<file path="config.mk">
export PLATFORM = sky130hd
export DESIGN_NAME = isort_cell
export DESIGN_NICKNAME = d
export VERILOG_FILES = /design/src/rtl/isort_pkg.sv /design/src/rtl/isort_cell.sv
export SDC_FILE = /design/constraint.sdc
export NUM_CORES = 1
export LEC_CHECK = 0
export BUFFER_PORTS_ARGS = -buffer_cell sky130_fd_sc_hd__buf_2
export CORE_UTILIZATION = 35
export CTS_BUF_LIST = sky130_fd_sc_hd__clkbuf_8
export DETAILED_ROUTE_END_ITERATION = 10
export GPL_TIMING_DRIVEN = 0
export PLACE_DENSITY = 0.65
export SLEW_MARGIN = 0
export SYNTH_ARGS = -nofsm -noshare
export SYNTH_HDL_FRONTEND = slang
export SYNTH_SLANG_ARGS = --single-unit
</file>
<file path="constraint.sdc">
create_clock -name i_clk -period 4.9 [get_ports i_clk]
set_input_delay 0.98 -clock i_clk [delete_from_list [all_inputs] [get_ports i_clk]]
set_output_delay 0.98 -clock i_clk [all_outputs]
set_load 0.01 [all_outputs]
</file>
<file path="src/rtl/isort_pkg.sv">
// ----------------------------------------------------------------------------
// isort_pkg - shared types and constants of the insertion sorter
// Holds the store depth, the value width, the link record between cells and
// the controller states.
// ----------------------------------------------------------------------------
package isort_pkg;

    localparam int DEPTH = 64;
    localparam int VAL_W = 32;

    // what one cell shows to its neighbors
    typedef struct packed {
        logic                    valid;
        logic                    ge;     // empty, or holds a key above the new one
        logic signed [VAL_W-1:0] key;
    } t_link;

    typedef enum logic [1:0] {
        ST_LOAD  = 2'b01,
        ST_DRAIN = 2'b10
    } t_state;

endpackage

</file>
<file path="src/rtl/isort_cell.sv">
// ----------------------------------------------------------------------------
// isort_cell - one slot of the insertion chain
// Holds one key; on insert it keeps its key, takes the new key or takes the
// key of its left neighbor; on drain it takes the key of its right neighbor.
// ----------------------------------------------------------------------------
module isort_cell (
    input  logic                               i_clk,
    input  logic                               i_rst_n,
    input  logic                               i_ins,
    input  logic                               i_shift,
    input  logic signed [isort_pkg::VAL_W-1:0] i_new_key,
    input  isort_pkg::t_link                   i_left,
    input  logic                               i_right_valid,
    input  logic signed [isort_pkg::VAL_W-1:0] i_right_key,
    output isort_pkg::t_link                   o_link
);

    logic                               r_valid;
    logic signed [isort_pkg::VAL_W-1:0] r_key;
    logic                               w_ge;

    // strictly greater keeps equal keys in arrival order
    assign w_ge = !r_valid || (r_key > i_new_key);

    always_ff @(posedge i_clk) begin
        if (!i_rst_n) begin
            r_valid <= 1'b0;
        end else if (i_shift) begin
            r_valid <= i_right_valid;
        end else if (i_ins && w_ge) begin
            r_valid <= i_left.valid;
        end
    end

    always_ff @(posedge i_clk) begin
        if (i_shift) begin
            r_key <= i_right_key;
        end else if (i_ins && w_ge) begin
            r_key <= i_left.ge ? i_left.key : i_new_key;
        end
    end

    assign o_link.valid = r_valid;
    assign o_link.ge    = w_ge;
    assign o_link.key   = r_key;

endmodule

</file>
==> results by stage <==
Outcome:
- The flow ran to the end, and the final reports show no timing, DRC or antenna violations.

CTS:
- For this design, the sink count on the clock tree is 33.
- TritonCTS built the clock tree.
- Clock-pin slew was measured on the worst setup and hold paths at 60 ps.
- The clock passes through at most 2 buffers.
- The tree is rooted in a sky130_fd_sc_hd__clkbuf_8.
- The number of H-tree levels is 2.
- In this run, CTS created clock tree buffers numbering 5.
- The insertion delay to the later sink of the worst-skew pair is 290 ps.
- The number of hold-repair buffers added at the cts stage is 0.
- The number of gates resized after cts is 0.
- In this run the post-CTS setup repair buffer count came out at 0.

Logic synthesis:
- During synthesis, Yosys emitted a total of 0 warnings.
- Of the post-synthesis cell area, the part taken by muxes is 0.129.
- In the post-synthesis netlist, the biggest area contributors are sky130_fd_sc_hd__edfxtp_1 38%, sky130_fd_sc_hd__ha_1 16%, sky130_fd_sc_hd__mux2i_1 13%.
- The count of flip-flops with a built-in enable after synthesis is 32.
- The most used flip-flop cell after synthesis is sky130_fd_sc_hd__edfxtp_1.
- The share of synthesized area in the top cell type comes to 0.376.
- The number of different library cells in the post-synthesis netlist is 33.
- The largest family of logic cells by synthesized area is adder cells.
- The xor/xnor cell area share of the yosys netlist is 0.
- The compound-gate portion of the synthesized area is 0.147.
- Of the total synthesized cell area, the portion taken by AND, OR, NAND and NOR gates is 0.108.
- When the netlist entered floorplanning its net count stood at 398.
- The adder-cell share of the synthesized area is 0.157.
- The instance count of the mapped netlist is 263.
- After synthesis the netlist holds a flip-flop and latch count of 33.
- The synthesized design spends more area on one cell type than any other, namely sky130_fd_sc_hd__edfxtp_1.
- The per-instance average area after synthesis is 9.71 µm².
- In the synthesized netlist the async set-or-reset flop fraction comes to 0.
- The cell area after technology mapping is 0.00255 mm².
- The part of the Yosys area used for sequential elements is 0.384.

Timing:
- The total of endpoints with negative setup slack in the final report is 0.
- For the pin with the worst max-slew slack, the measured transition is 784 ps.
- The maximum achievable frequency is 0.256 GHz.
- The clock period minus final worst setup slack is 3910 ps.
- The hold violation total from the final report is 0.
- After layout, the worst setup slack is 988 ps.
- Between clock sinks in the finished design, the worst skew comes to 14.0 ps.
- The worst slew margin relative to its limit is 0.477.
- Setup repair after global routing left no endpoint under its margin.
- The smallest hold slack is 575 ps.
- The setup total negative slack is 0 ps.
- In the finished design, the share of the clock period the worst path needs comes to 0.798.
- The final-report max-slew violation count came to 0.

Detailed routing:
- After the first detailed-routing iteration, the DRC count stood at 51.
- The detailed-route wire length is 6.78 mm.
- The routed layout has 2,400 vias.
- After detailed routing, the number of vias per cell comes to 4.79.
- In the final routed layout, each cell accounts on average for 13.5 µm.
- The number of routed nets with antenna violations is 0.
- The first TritonRoute pass finished after 4 iterations.
- In the routed design, unresolved DRC markers number 0.

Layout:
- The most common cell after layout, fill and taps aside is sky130_fd_sc_hd__buf_2.
- In the layout the commonest cells are 137 x sky130_fd_sc_hd__buf_2, 37 x sky130_fd_sc_hd__nand2_1, 36 x sky130_fd_sc_hd__inv_1.
- The share of final-layout standard cells stronger than drive strength 1 is 0.378.
- The diode insertion count for antenna repair is 0.
- The area of all placed cells without fillers is 0.00345 mm².
- The signed area change from the synthesized netlist to the final layout is 35.2%.
- After the last flow step, the layout net total stands at 539.
- For this run, the number of standard cells in the final layout without fillers is 501.

Pwr:
- For this design the ratio of total power to cell area is 253 mW/mm².
- The worst supply voltage drop on vdd is 0.000104 V.
- In this run the static leakage power is 1.80 nW.

Worst setup path:
- The logic depth of the worst register-to-register path is 7.
- The largest fanout on the critical path is 3.
- The worst path required time is 3920 ps.
- In this run the critical register-to-register path is launched from r_key[29].
- STA classifies the critical path endpoint as an output port.
- Data arrives at the worst endpoint at 2930 ps.
- The start-to-end type of the worst setup path is in -> out.
- The end of the worst register-to-register path is r_key[30].
- For flop-to-flop paths, the worst setup slack is 1840 ps.
- The kind of start point of the critical path is an input port.

Min path:
- In this run the worst hold path is classified as reg -> reg.
- The endpoint of the worst hold path is r_valid.
- The beginning of the worst hold path is r_valid.
- The hold path depth is 2.

Placed design:
- The global placement routability congestion is 0.822.
- The count of buffers added on input and output ports is 134.
- The area after detailed placement is 0.00334 mm².
- The worst setup slack after placement is 648 ps.
- The number of placed instances, taps included, is 493.
- The detailed placement HPWL is 5.49 mm.

Floorplan:
- The core region is 0.00691 mm².
- The initial utilization of the core area, before any placement, comes to 0.370.
- The die is 87.4 µm tall.
- From left edge to right edge, the die measures 87.4 µm.
- 137 I/O pins were placed.
- The total number of placement rows is 30.
- The die footprint is 0.00764 mm².

Global route:
- Across every metal layer, demand over resource in global routing totals 0.187.
- The number of antenna violations at the first check in global routing is 0.
- The wire length of the first global-routing pass is 10.8 mm.
- Entering global routing, the biggest net connects 33 pins.
- For this run the aggregate overflow at the end of global routing stands at 0.
- The via count of the first global-routing pass is 2,332.

Job:
- The number of max-capacitance violations reported is 0.
## critical path, stage by stage
cell                       delay (ps)
sky130_fd_sc_hd__buf_2             90
sky130_fd_sc_hd__inv_1             40
sky130_fd_sc_hd__ha_1             300
sky130_fd_sc_hd__nand4_1          180
sky130_fd_sc_hd__nor4_1           510
sky130_fd_sc_hd__nor3_1           100
sky130_fd_sc_hd__nand4b_1         200
sky130_fd_sc_hd__o221ai_2         260
sky130_fd_sc_hd__buf_4            150
sky130_fd_sc_hd__buf_2            110
## report_power, final
part           leakage, nW  internal, W  switching [W]
clock network       0.0570     0.000148       0.000106
logic                 1.40     0.000117       0.000135
registers            0.338     0.000349      0.0000167
## logic make-up (layout without fill, tap and decap cells)
family                   after synthesis  after routing
AO/OA/AOI/OAI                         59             59
AND/OR/NAND/NOR                       58             58
buffers and inverters                 48            190
multiplexers                          33             33
flip-flops                            33             33
adder cells (fa/ha/maj)               32             32
## synth_stat cells (2+ instances only)
| cell | n |
|---|---|
| sky130_fd_sc_hd__nand2_1 | 37 |
| sky130_fd_sc_hd__inv_1 | 35 |
| sky130_fd_sc_hd__o21ai_0 | 34 |
| sky130_fd_sc_hd__mux2i_1 | 33 |
| sky130_fd_sc_hd__edfxtp_1 | 32 |
| sky130_fd_sc_hd__ha_1 | 32 |
| sky130_fd_sc_hd__a21oi_1 | 11 |
| sky130_fd_sc_hd__clkbuf_1 | 8 |
| sky130_fd_sc_hd__nand4_1 | 6 |
| sky130_fd_sc_hd__a21o_1 | 4 |
| sky130_fd_sc_hd__buf_2 | 3 |
| sky130_fd_sc_hd__nor3_1 | 3 |
| sky130_fd_sc_hd__buf_4 | 2 |
| sky130_fd_sc_hd__nand3_1 | 2 |
| sky130_fd_sc_hd__nor2_1 | 2 |
| sky130_fd_sc_hd__o221ai_2 | 2 |
## state kept, by name (all words and copies together) (netlist names)
name and flops:
r_key 32, r_valid 1
## layer usage
| layer | up-vias | wire length, µm | GRT usage |
|---|---|---|---|
| li1 | 1228 | - | - |
| met1 | 1066 | 3120 | 0.245 |
| met2 | 98 | 3090 | 0.313 |
| met3 | 8 | 481 | 0.0417 |
| met4 | 0 | 81 | 0.0417 |
| met5 | - | 0 | 0 |
## worst max path at each step
stage / start / end / slack (ps)
after detailed placement: i_new_key[29] / r_key[19] / 650
after global routing: i_new_key[29] / o_link[32] / 820
final: i_new_key[29] / o_link[32] / 990
after CTS: i_new_key[29] / r_key[30] / 940
after global placement: i_new_key[29] / r_key[14] / 670
after floorplan: i_new_key[14] / o_link[32] / 1490
## cell type report
cell class              count  area (µm²)
clock buffers               5        68.8
repair buffers            134         671
plain buffers              13        60.1
fillers                   711        3450
well taps                  96         120
inverters                  35         131
clock inverters             3        37.5
flip-flops and latches     33         981
multi-input cells         182        1380
## stage by stage
step	util	power, W
after floorplan	-	0.000517
after global placement	0.484	0.000623
after detailed placement	0.484	0.000628
after CTS	0.500	0.000883
after global routing	0.500	0.000928
final	0.500	0.000873
No activity file was read; power rests on OpenSTA's default activity.
